$ cat config.mk
export PLATFORM = sky130hd
export DESIGN_NAME = sorted_deadline_timer_queue_flat
export DESIGN_NICKNAME = d
export VERILOG_FILES = /design/src/rtl/sdtq_pkg.sv /design/src/rtl/sdtq_if.sv /design/src/rtl/sdtq_front.sv /design/src/rtl/sdtq_back.sv /design/src/rtl/sorted_deadline_timer_queue.sv /design/src/flat_wrapper.sv
export SDC_FILE = /design/constraint.sdc
export NUM_CORES = 2
export LEC_CHECK = 0
export BUFFER_PORTS_ARGS = -buffer_cell sky130_fd_sc_hd__buf_2
export CORE_MARGIN = 2
export CORE_UTILIZATION = 45
export DETAILED_ROUTE_END_ITERATION = 10
export HOLD_SLACK_MARGIN = 0.06
export SYNTH_ARGS = -nofsm -noshare
export SYNTH_HDL_FRONTEND = slang
export SYNTH_SLANG_ARGS = --single-unit
$ cat constraint.sdc
create_clock -name clk -period 21.4 [get_ports clk]
set_input_delay 4.28 -clock clk [delete_from_list [all_inputs] [get_ports clk]]
set_output_delay 4.28 -clock clk [all_outputs]
set_load 0.02 [all_outputs]
$ cat src/rtl/sdtq_pkg.sv
// ----------------------------------------------------------------------------
// sdtq_pkg: shared types and constants
// Widths, operation and result codes, and front/back command word.
// ----------------------------------------------------------------------------
package sdtq_pkg;

    localparam int DEPTH     = 16;
    localparam int TIME_BITS = 32;
    localparam int MAX_OUT   = 16;
    localparam int IDX_BITS  = $clog2(DEPTH);
    localparam int CNT_BITS  = $clog2(DEPTH + 1);
    localparam int MO_BITS   = $clog2(MAX_OUT + 1);
    localparam int ID_BITS   = 10;
    localparam int IN_TBITS  = 32;

    typedef enum logic [1:0] {
        FUNC_ADD    = 2'd0,
        FUNC_DELETE = 2'd1,
        FUNC_ADJUST = 2'd2,
        FUNC_TICK   = 2'd3
    } func_t;

    typedef enum logic [1:0] {
        KIND_STATUS  = 2'd0,
        KIND_EXPIRED = 2'd1,
        KIND_NONE    = 2'd2
    } kind_t;

    typedef enum logic [1:0] {
        ST_OK      = 2'd0,
        ST_FULL    = 2'd1,
        ST_ABSENT  = 2'd2,
        ST_PRESENT = 2'd3
    } status_t;

    typedef logic [TIME_BITS-1:0] time_t;

    // command word passed from front to back
    typedef struct packed {
        func_t               func;
        logic [ID_BITS-1:0]  id;
        time_t               tval;
    } cmd_t;

    typedef enum logic [1:0] {
        BK_IDLE,
        BK_REMOVE,
        BK_INSERT,
        BK_TICK
    } bk_state_t;

    function automatic time_t to_time(input logic [IN_TBITS-1:0] v);
        time_t r;
        r = '0;
        for (int i = 0; i < TIME_BITS; i++)
        begin
            if (i < IN_TBITS)
            begin
                r[i] = v[i];
            end
        end
        return r;
    endfunction

endpackage

$ cat src/rtl/sdtq_if.sv
// ----------------------------------------------------------------------------
// sdtq_in_if / sdtq_out_if: valid/ready channels
// Input word and result word of the timer queue.
// ----------------------------------------------------------------------------
interface sdtq_in_if;
    logic        valid;
    logic        ready;
    logic [1:0]  func;
    logic [9:0]  entry_id;
    logic [31:0] expire_time;
    logic [31:0] now_time;
    modport source (output valid, func, entry_id, expire_time, now_time, input ready);
    modport sink   (input valid, func, entry_id, expire_time, now_time, output ready);
endinterface

interface sdtq_out_if;
    logic       valid;
    logic       ready;
    logic [1:0] kind;
    logic [9:0] timer_id;
    logic [1:0] status;
    logic       last;
    modport source (output valid, kind, timer_id, status, last, input ready);
    modport sink   (input valid, kind, timer_id, status, last, output ready);
endinterface

$ cat src/rtl/sdtq_front.sv
// ----------------------------------------------------------------------------
// sdtq_front: input stage and command queue
// Accepts words, picks the relevant time, holds up to two commands.
// ----------------------------------------------------------------------------
module sdtq_front (
    input  logic          clk,
    input  logic          rst_n,
    sdtq_in_if.sink       in_ch,
    output sdtq_pkg::cmd_t cmd,
    output logic          cmd_valid,
    input  logic          cmd_take
);
    import sdtq_pkg::*;

    cmd_t       q_reg [2];
    logic       wr_reg, rd_reg;
    logic [1:0] cnt_reg;
    cmd_t       c_in;
    logic       push;

    assign in_ch.ready = (cnt_reg != 2'd2);
    assign push        = in_ch.valid && in_ch.ready;
    assign cmd_valid   = (cnt_reg != 2'd0);
    assign cmd         = q_reg[rd_reg];

    always_comb
    begin
        c_in.func = func_t'(in_ch.func);
        c_in.id   = in_ch.entry_id;
        // tick carries now, updates carry expiry
        c_in.tval = (func_t'(in_ch.func) == FUNC_TICK) ? to_time(in_ch.now_time)
                                                        : to_time(in_ch.expire_time);
    end

    always_ff @(posedge clk)
    begin
        if (push)
        begin
            q_reg[wr_reg] <= c_in;
        end
    end

    always_ff @(posedge clk or negedge rst_n)
    begin
        if (!rst_n)
        begin
            wr_reg  <= 1'b0;
            rd_reg  <= 1'b0;
            cnt_reg <= 2'd0;
        end
        else
        begin
            if (push)
            begin
                wr_reg <= ~wr_reg;
            end
            if (cmd_take)
            begin
                rd_reg <= ~rd_reg;
            end
            cnt_reg <= cnt_reg + {1'b0, push} - {1'b0, cmd_take};
        end
    end

`ifndef ASSERT_OFF
    a_no_take_empty: assert property (@(posedge clk) disable iff (!rst_n)
        cmd_take |-> cmd_valid) else $error("take from empty queue");
    a_cnt_range: assert property (@(posedge clk) disable iff (!rst_n)
        cnt_reg != 2'd3) else $error("queue count overflow");
    a_full_stall: assert property (@(posedge clk) disable iff (!rst_n)
        (cnt_reg == 2'd2) |-> !in_ch.ready) else $error("ready while full");
`endif
endmodule

$ cat src/rtl/sdtq_back.sv
// ----------------------------------------------------------------------------
// sdtq_back: shifting sorted store and sequencer
// Parallel compare for search, shift for insert/remove, tick drain.
// ----------------------------------------------------------------------------
module sdtq_back (
    input  logic           clk,
    input  logic           rst_n,
    input  sdtq_pkg::cmd_t cmd,
    input  logic           cmd_valid,
    output logic           cmd_take,
    sdtq_out_if.source     out_ch
);
    import sdtq_pkg::*;

    time_t              dl_reg [DEPTH];
    logic [ID_BITS-1:0] hd_reg [DEPTH];
    logic [CNT_BITS-1:0] occ_reg;
    bk_state_t          st_reg, st_next;
    cmd_t               cur_reg;
    logic [MO_BITS-1:0] n_reg;

    logic               ov_reg;
    logic [1:0]         okind_reg, ostat_reg;
    logic [ID_BITS-1:0] oid_reg;
    logic               olast_reg;

    logic [DEPTH-1:0]   hit, gt;
    logic               found;
    logic [IDX_BITS-1:0] hpos;
    logic               oslot;

    logic               do_remove, do_insert;
    logic [IDX_BITS-1:0] rm_pos;
    logic               emit;
    logic [1:0]         e_kind, e_stat;
    logic [ID_BITS-1:0] e_id;
    logic               e_last;
    logic               front_exp;

    assign oslot = !ov_reg || out_ch.ready;

    always_comb
    begin
        found = 1'b0;
        hpos  = '0;
        for (int i = DEPTH - 1; i >= 0; i--)
        begin
            hit[i] = (CNT_BITS'(i) < occ_reg) && (hd_reg[i] == cmd.id);
            gt[i]  = (CNT_BITS'(i) < occ_reg) && (cur_reg.tval > dl_reg[i]);
            if (hit[i])
            begin
                found = 1'b1;
                hpos  = IDX_BITS'(i);
            end
        end
    end

    assign front_exp = (occ_reg != '0) && (dl_reg[0] <= cur_reg.tval);

    always_comb
    begin
        st_next   = st_reg;
        cmd_take  = 1'b0;
        do_remove = 1'b0;
        do_insert = 1'b0;
        rm_pos    = hpos;
        emit      = 1'b0;
        e_kind    = KIND_STATUS;
        e_stat    = ST_OK;
        e_id      = cmd.id;
        e_last    = 1'b1;
        unique case (st_reg)
            BK_IDLE:
            begin
                if (cmd_valid && oslot)
                begin
                    cmd_take = 1'b1;
                    priority if (cmd.func == FUNC_TICK)
                    begin
                        st_next = BK_TICK;
                    end
                    else if (cmd.func == FUNC_ADD)
                    begin
                        emit = 1'b1;
                        if (found)
                        begin
                            e_stat = ST_PRESENT;
                        end
                        else if (occ_reg == CNT_BITS'(DEPTH))
                        begin
                            e_stat = ST_FULL;
                        end
                        else
                        begin
                            st_next = BK_INSERT;
                        end
                    end
                    else
                    begin
                        emit = 1'b1;
                        if (!found)
                        begin
                            e_stat = ST_ABSENT;
                        end
                        else
                        begin
                            do_remove = 1'b1;
                            if (cmd.func == FUNC_ADJUST)
                            begin
                                st_next = BK_INSERT;
                            end
                        end
                    end
                end
            end
            BK_INSERT:
            begin
                do_insert = 1'b1;
                st_next   = BK_IDLE;
            end
            BK_TICK:
            begin
                rm_pos = '0;
                if (oslot)
                begin
                    emit = 1'b1;
                    e_id = hd_reg[0];
                    if (front_exp && n_reg != MO_BITS'(MAX_OUT))
                    begin
                        do_remove = 1'b1;
                        e_kind    = KIND_EXPIRED;
                        // last when the next front cannot go too
                        e_last = (n_reg == MO_BITS'(MAX_OUT - 1)) || (occ_reg == CNT_BITS'(1))
                                 || (dl_reg[1] > cur_reg.tval);
                        if (e_last)
                        begin
                            st_next = BK_IDLE;
                        end
                    end
                    else
                    begin
                        // only reached with nothing removed
                        e_kind  = KIND_NONE;
                        e_id    = '0;
                        st_next = BK_IDLE;
                    end
                end
            end
            default:
            begin
                st_next = BK_IDLE;
            end
        endcase
    end

    always_ff @(posedge clk)
    begin
        if (cmd_take)
        begin
            cur_reg <= cmd;
        end
        if (do_remove)
        begin
            for (int i = 0; i < DEPTH - 1; i++)
            begin
                if (IDX_BITS'(i) >= rm_pos)
                begin
                    dl_reg[i] <= dl_reg[i+1];
                    hd_reg[i] <= hd_reg[i+1];
                end
            end
        end
        else if (do_insert)
        begin
            // shift the tail up, drop new entry at first non-earlier slot
            if (!gt[0])
            begin
                dl_reg[0] <= cur_reg.tval;
                hd_reg[0] <= cur_reg.id;
            end
            for (int i = 1; i < DEPTH; i++)
            begin
                if (!gt[i])
                begin
                    if (gt[i-1])
                    begin
                        dl_reg[i] <= cur_reg.tval;
                        hd_reg[i] <= cur_reg.id;
                    end
                    else
                    begin
                        dl_reg[i] <= dl_reg[i-1];
                        hd_reg[i] <= hd_reg[i-1];
                    end
                end
            end
        end
        if (emit)
        begin
            okind_reg <= e_kind;
            ostat_reg <= e_stat;
            oid_reg   <= e_id;
            olast_reg <= e_last;
        end
    end

    always_ff @(posedge clk or negedge rst_n)
    begin
        if (!rst_n)
        begin
            st_reg  <= BK_IDLE;
            occ_reg <= '0;
            n_reg   <= '0;
            ov_reg  <= 1'b0;
        end
        else
        begin
            st_reg <= st_next;
            if (do_remove)
            begin
                occ_reg <= occ_reg - CNT_BITS'(1);
            end
            else if (do_insert)
            begin
                occ_reg <= occ_reg + CNT_BITS'(1);
            end
            if (cmd_take)
            begin
                n_reg <= '0;
            end
            else if (do_remove)
            begin
                n_reg <= n_reg + MO_BITS'(1);
            end
            if (emit)
            begin
                ov_reg <= 1'b1;
            end
            else if (out_ch.ready)
            begin
                ov_reg <= 1'b0;
            end
        end
    end

    assign out_ch.valid    = ov_reg;
    assign out_ch.kind     = okind_reg;
    assign out_ch.status   = ostat_reg;
    assign out_ch.timer_id = oid_reg;
    assign out_ch.last     = olast_reg;

`ifndef ASSERT_OFF
    a_occ_max: assert property (@(posedge clk) disable iff (!rst_n)
        occ_reg <= CNT_BITS'(DEPTH)) else $error("occupancy beyond depth");
    a_ins_room: assert property (@(posedge clk) disable iff (!rst_n)
        do_insert |-> occ_reg < CNT_BITS'(DEPTH)) else $error("insert into full store");
    a_emit_slot: assert property (@(posedge clk) disable iff (!rst_n)
        emit |-> oslot) else $error("result overwrites pending word");
    a_tick_cap: assert property (@(posedge clk) disable iff (!rst_n)
        n_reg <= MO_BITS'(MAX_OUT)) else $error("tick exceeded result cap");
`endif
endmodule

$ cat src/rtl/sorted_deadline_timer_queue.sv
// ----------------------------------------------------------------------------
// sorted_deadline_timer_queue: sorted hardware timer list
// Top level joining the input queue and the shifting timer store.
// ----------------------------------------------------------------------------
// Holds up to DEPTH timers sorted by expiry in a shifting register store with
// a parallel compare per slot. Add, delete and adjust each give one status
// word: delete and failed updates end in the idle state, a successful add or
// adjust goes on to the insert state (remove/check, then insert). Tick drains
// expired timers from the front at one result word per cycle unless the
// output stalls, at most 16 per tick; a tick with nothing expired gives one
// "none" word. A two-word command queue in front keeps the input accepting,
// until full, while the store works or the output stalls; the store's sequencer sets the rate.
module sorted_deadline_timer_queue (
    input  logic      clk,
    input  logic      rst_n,
    sdtq_in_if.sink   in_ch,
    sdtq_out_if.source out_ch
);
    import sdtq_pkg::*;

    cmd_t cmd;
    logic cmd_valid;
    logic cmd_take;

    // classify and buffer incoming words
    sdtq_front u_front (
        .clk       (clk),
        .rst_n     (rst_n),
        .in_ch     (in_ch),
        .cmd       (cmd),
        .cmd_valid (cmd_valid),
        .cmd_take  (cmd_take)
    );

    // carry out commands against the sorted store
    sdtq_back u_back (
        .clk       (clk),
        .rst_n     (rst_n),
        .cmd       (cmd),
        .cmd_valid (cmd_valid),
        .cmd_take  (cmd_take),
        .out_ch    (out_ch)
    );
endmodule
$ cat src/flat_wrapper.sv
// flat-port wrapper written by rule: the top's interface ports become plain ports
module sorted_deadline_timer_queue_flat import sdtq_pkg::*;
  (clk, rst_n, in_ch_valid, in_ch_func, in_ch_entry_id, in_ch_expire_time, in_ch_now_time, in_ch_ready, out_ch_valid, out_ch_kind, out_ch_timer_id, out_ch_status, out_ch_last, out_ch_ready);
  sdtq_in_if in_ch_i ();
  sdtq_out_if out_ch_i ();
  input  logic clk;
  input  logic rst_n;
  input wire logic [$bits(in_ch_i.valid)-1:0] in_ch_valid;
  input wire logic [$bits(in_ch_i.func)-1:0] in_ch_func;
  input wire logic [$bits(in_ch_i.entry_id)-1:0] in_ch_entry_id;
  input wire logic [$bits(in_ch_i.expire_time)-1:0] in_ch_expire_time;
  input wire logic [$bits(in_ch_i.now_time)-1:0] in_ch_now_time;
  output wire logic [$bits(in_ch_i.ready)-1:0] in_ch_ready;
  output wire logic [$bits(out_ch_i.valid)-1:0] out_ch_valid;
  output wire logic [$bits(out_ch_i.kind)-1:0] out_ch_kind;
  output wire logic [$bits(out_ch_i.timer_id)-1:0] out_ch_timer_id;
  output wire logic [$bits(out_ch_i.status)-1:0] out_ch_status;
  output wire logic [$bits(out_ch_i.last)-1:0] out_ch_last;
  input wire logic [$bits(out_ch_i.ready)-1:0] out_ch_ready;
  assign in_ch_i.valid = in_ch_valid;
  assign in_ch_i.func = in_ch_func;
  assign in_ch_i.entry_id = in_ch_entry_id;
  assign in_ch_i.expire_time = in_ch_expire_time;
  assign in_ch_i.now_time = in_ch_now_time;
  assign in_ch_ready = in_ch_i.ready;
  assign out_ch_valid = out_ch_i.valid;
  assign out_ch_kind = out_ch_i.kind;
  assign out_ch_timer_id = out_ch_i.timer_id;
  assign out_ch_status = out_ch_i.status;
  assign out_ch_last = out_ch_i.last;
  assign out_ch_i.ready = out_ch_ready;
  sorted_deadline_timer_queue u_core (.clk(clk), .rst_n(rst_n), .in_ch(in_ch_i), .out_ch(out_ch_i));
endmodule
[Yosys cells after proc, flatten, opt, wreduce, memory -nomap -nowiden]
Memory sizes are Yosys's and may differ from the RTL's.
Cells that the tools add are included.
Operators by class
  reduce and logical (&&, ||, !) cells: 51
  mux-type cells: 333
  bitwise logic cells: 64
  magnitude comparators: 49
  add/subtract/negate cells: 5
  equal/unequal tests: 33
Operators with widths (number)
  $mux 32: 31
  $gt 32x32->1: 17
  $mux 10: 33
  $mux 1: 231
  $eq 10x10->1: 16
  $mux 4: 17
  $or 1x1->1: 60
  $lt 4x5->1 const A: 8
  $logic_and 1x1->1: 36
  $le 32x32->1: 1
  $ge 4x4->1 const A: 7
  $mux 2: 14
  $lt 3x5->1 const A: 4
  $mux 5: 4
  $ge 3x4->1 const A: 4
  $ne 4x4->1 const B: 4
  $add 5x1->5 const B: 2
  $eq 2x2->1 const B: 5
  $lt 1x5->1 const A: 2
  $lt 2x5->1 const A: 2
  $ge 1x4->1 const A: 2
  $ge 2x4->1 const A: 2
  $reduce_bool 2->1: 4
  $reduce_and 7->1: 1
  19 further kinds: 28
Word-level totals
  input bits: 80
  output and inout port bits: 17
  word-level logic and storage cells: 551
  register bits after elaboration: 74
  memories: 3
  bits in writable memories: 760
Memory list
  u_core.u_back.dl_reg: words 16, bits a word 32, read ports 16, clocked after Yosys merged registers in 0, write ports 16, RTL line sdtq_back.sv:15  | time_t dl_reg [DEPTH];
  u_core.u_back.hd_reg: words 16, bits a word 10, read ports 16, clocked after Yosys merged registers in 0, write ports 16, RTL line sdtq_back.sv:16  | logic [ID_BITS-1:0] hd_reg [DEPTH];
  u_core.u_front.q_reg: words 2, bits a word 44, read ports 1, clocked after Yosys merged registers in 0, write ports 1, RTL line sdtq_front.sv:15  | cmd_t q_reg [2];

[Depth between registers and ports, before layout]
An unclocked memory read counts as a cell.
  depth in word-level cells: 28
  mapped depth: 22
  mapped depth without buffers: 15

[Cells and area by module]
From an unflattened synthesis, not the netlist that was laid out.
Unflattened totals
  cells, all modules: 5083
  area total of the unflattened synthesis: 55909.9 um2
Modules (own cells, without submodules)
  sdtq_back: seq. area each 22216.3 um2, area each 51959.8 um2, cells an instance 4893, instances 1
  sdtq_front: seq. area each 2742.6 um2, area each 3950.0 um2, cells an instance 190, instances 1

[Worst setup path after synthesis]
OpenSTA, ideal clock, no wires.
  kind: in2reg
  start point: input out_ch_ready
  end point: memory u_core.u_back.dl_reg[0][128] (netlist name), enable pin
  cell stages on the path: 7
  library setup time: 0.587 ns
  required time: 20.813 ns
  arrival: 10.488 ns
  path slack: 10.324 ns
  buffers on the path: 1
  cells stage by stage: nor2b_1 > nor4_1 > nand3b_1 > a21boi_4 > or2_2 > clkbuf_1 > o311ai_0
RTL lines
  start: declaration: RTL line flat_wrapper.sv:19  | input wire logic [$bits(out_ch_i.ready)-1:0] out_ch_ready;
  end: declaration: RTL line sdtq_back.sv:15

==> results.sh <==
export IMPL_dieHeight_microns=356.0
export IMPL_area_growth_pct=10.02
export IMPL_final_hold_violation_count=0
export IMPL_routedWlPerCell_microns=23.88
export IMPL_gp_congestion=0.9027
export IMPL_arrival_ps=7700
export IMPL_detailedRoute_firstIterationViolations=4093
export IMPL_yosys_area_top_type="edfxtp_1"
export IMPL_fin_tns_setup_ps=0
export IMPL_post_cts_setup_buffers=0
export IMPL_setup_violations=0
export IMPL_clk_pin_slew_ps=60
export IMPL_start_util_pct=45.21
export IMPL_grt_usage_pct=25.71
export IMPL_die_area_sq_um=126700
export IMPL_cts_root_buf="clkbuf_16"
export IMPL_syn_avg_cell_area_sq_um=10.79
export IMPL_register_area_sq_um=24960
export IMPL_grt_pass1_vias=39294
export IMPL_routed_wl_mm=165.1
export IMPL_synth_edf_count=817
export IMPL_drive_gt1_share_pct=11.24
export IMPL_grt_pass1_wl_mm=248.7
export IMPL_mostFrequentLayoutCell="edfxtp_1"
export IMPL_ys_types=79
export IMPL_path_class="input pin to flop"
export IMPL_hpwl_mm=120.8
export IMPL_dp_slack_ps=13370
export IMPL_ys_seq_area_share_pct=44.77
export IMPL_hold_class="flop to flop"
export IMPL_layout_nets=5802
export IMPL_end_kind="flop"
export IMPL_post_route_drc_count=0
export IMPL_cts_tree="built"
export IMPL_vias=40436
export IMPL_syn_area_sq_um=55750
export IMPL_largest_reg_flops=512
export IMPL_fin_ws_ps=14000
export IMPL_ys_ff_latch=834
export IMPL_status="finished clean"
export IMPL_dr_max_layer_used="met4"
export IMPL_worstMarginPinSlew_ps=1254
export IMPL_fmax_mhz=135.1
export IMPL_cts_buffer_depth=3
export IMPL_first_pass_iters=5
export IMPL_design_area_sq_um=61340
export IMPL_netlist_area_leader_share_pct=44.00
export IMPL_relSlewSlack_pct=16.15
export IMPL_critical_path_required_ps=21700
export IMPL_core_sq_um=123300
export IMPL_cp_start_kind="input pin"
export IMPL_post_cts_resized=0
export IMPL_grt_overflow=0
export IMPL_antenna_found_initial=0
export IMPL_multiInputGateArea_sq_um=28090
export IMPL_async_flop_share_pct=2.038
export IMPL_netlist_top_cells_area="edfxtp_1, mux2i_1, ha_1"
export IMPL_postPlaceCellArea_sq_um=58220
export IMPL_post_route_period_util_pct=34.59
export IMPL_syn_num_nets=5773
export IMPL_ant_nets=0
export IMPL_portBuffers=96
export IMPL_numCtsBuffers=94
export IMPL_dieWidth_microns=356.0
export IMPL_dr_wl_met3_mm=12.11
export IMPL_cap_violations=0
export IMPL_synthFlopType="edfxtp_1"
export IMPL_clkLatencyLatePin_ps=700
export IMPL_grt_max_degree=87
export IMPL_vias_per_cell=5.850
export IMPL_wl_met2_mm=69.69
export IMPL_yosysWarnings=0
export IMPL_wl_met1_mm=78.43
export IMPL_layout_common_cells="edfxtp_1, mux2i_1, ha_1, inv_1, a21oi_1"
export IMPL_rsz0062_at_grt="false"
export IMPL_synthesis_instances=5166
export IMPL_fin_skew_ps=26.31
export IMPL_cp_max_fo=43
export IMPL_timing_final_crit_period_ps=7402
export IMPL_drv_slew=0
export IMPL_n_antenna_cell=0
export IMPL_hold_ws_ps=542.2
export IMPL_cts_sinks=834
export IMPL_row_count=129
export IMPL_h_tree_depth=3
export IMPL_postCtsHoldBufs=0
export IMPL_ios=97
export IMPL_fillCellCount=11188
-- worst max-delay path, cell delays in order --
cell      delay (ps)
buf_2            100
nand2b_1         160
nand2_1           90
nor3_1           610
nand2_1          120
nand2_1          470
nand2_4          180
a31o_2           260
buf_4            310
nand2_2          980
-- logic make-up (layout without fill, tap and decap cells) --
group	after synthesis	count (layout)	share of synthesized area [%]
muxes	897	897	16.59
and+or+nand+nor	1003	1003	8.326
adders and majority gates	527	527	11.83
DFF	834	834	44.77
xor gates and xnor gates	171	171	2.686
AOI/OAI and AO/OA	968	968	10.21
buffers and inverters	766	875	5.592
-- Yosys cell counts, types with 6 or more instances --
library cell	count
mux2_4	8
o21a_1	38
buf_6	7
nand4_1	107
a21oi_1	335
ha_1	527
a221oi_1	6
o21ai_1	21
mux2_2	163
a211o_1	10
mux2_1	23
mux2i_1	703
buf_4	29
nor4_1	66
nand3_1	55
clkbuf_1	149
buf_1	31
buf_2	44
and2_1	6
or3_1	7
or2_2	9
nand2_1	336
o211ai_1	15
a31oi_1	25
xnor2_1	167
o31a_1	7
and3_1	12
nor2b_1	34
nand2b_1	18
nor3_1	53
o22ai_1	11
edfxtp_1	817
a21o_1	133
a211oi_1	13
o21ai_0	310
dfrtp_1	17
nor2_1	281
inv_1	503
-- final cells by class --
| cell class | count | area share (%) |
|---|---|---|
| multi-input cells | 3566 | 45.79 |
| flip-flops and latches | 834 | 40.69 |
| clock inverters | 64 | 1.004 |
| repair buffers | 196 | 2.007 |
| clock buffers | 112 | 4.084 |
| well taps | 1637 | 3.339 |
| inverters | 503 | 3.078 |
-- stage by stage --
stage	cells	utilization [%]
2_1_floorplan	5166	-
3_3_place_gp	6736	47.21
3_5_place_dp	6736	47.21
4_1_cts	6912	49.74
5_1_grt	6912	49.74
6_report	6912	49.74
-- worst paths after layout --
path | startpoint | end | slack (ps) | cells after the start
worst max-delay path | out_ch_ready | u_core.u_back.dl_reg[1][77] | 14000 | 10
min in group asynchronous | rst_n | u_core.u_back.n_reg[4] | 3530 | 1
worst min register to register | u_core.u_front.q_reg[1][16] | u_core.u_back.cur_reg[16] | 540 | 1
worst min-delay path | u_core.u_front.q_reg[1][16] | u_core.u_back.cur_reg[16] | 540 | 1
max in group asynchronous | rst_n | u_core.u_front.rd_reg | 17540 | 1
worst max register to register | u_core.u_front.rd_reg | u_core.u_back.dl_reg[1][77] | 14770 | 16
-- routing by layer --
metal,vias to the layer above,GRT usage (%)
met1,19825,38.95
met4,0,8.388
met5,-,0
met2,1504,37.60
li1,18894,-
met3,213,3.513
Power is left out: the tool's default activity adds up to more than one toggle a clock period on the data nets, which glitch-free logic cannot reach.
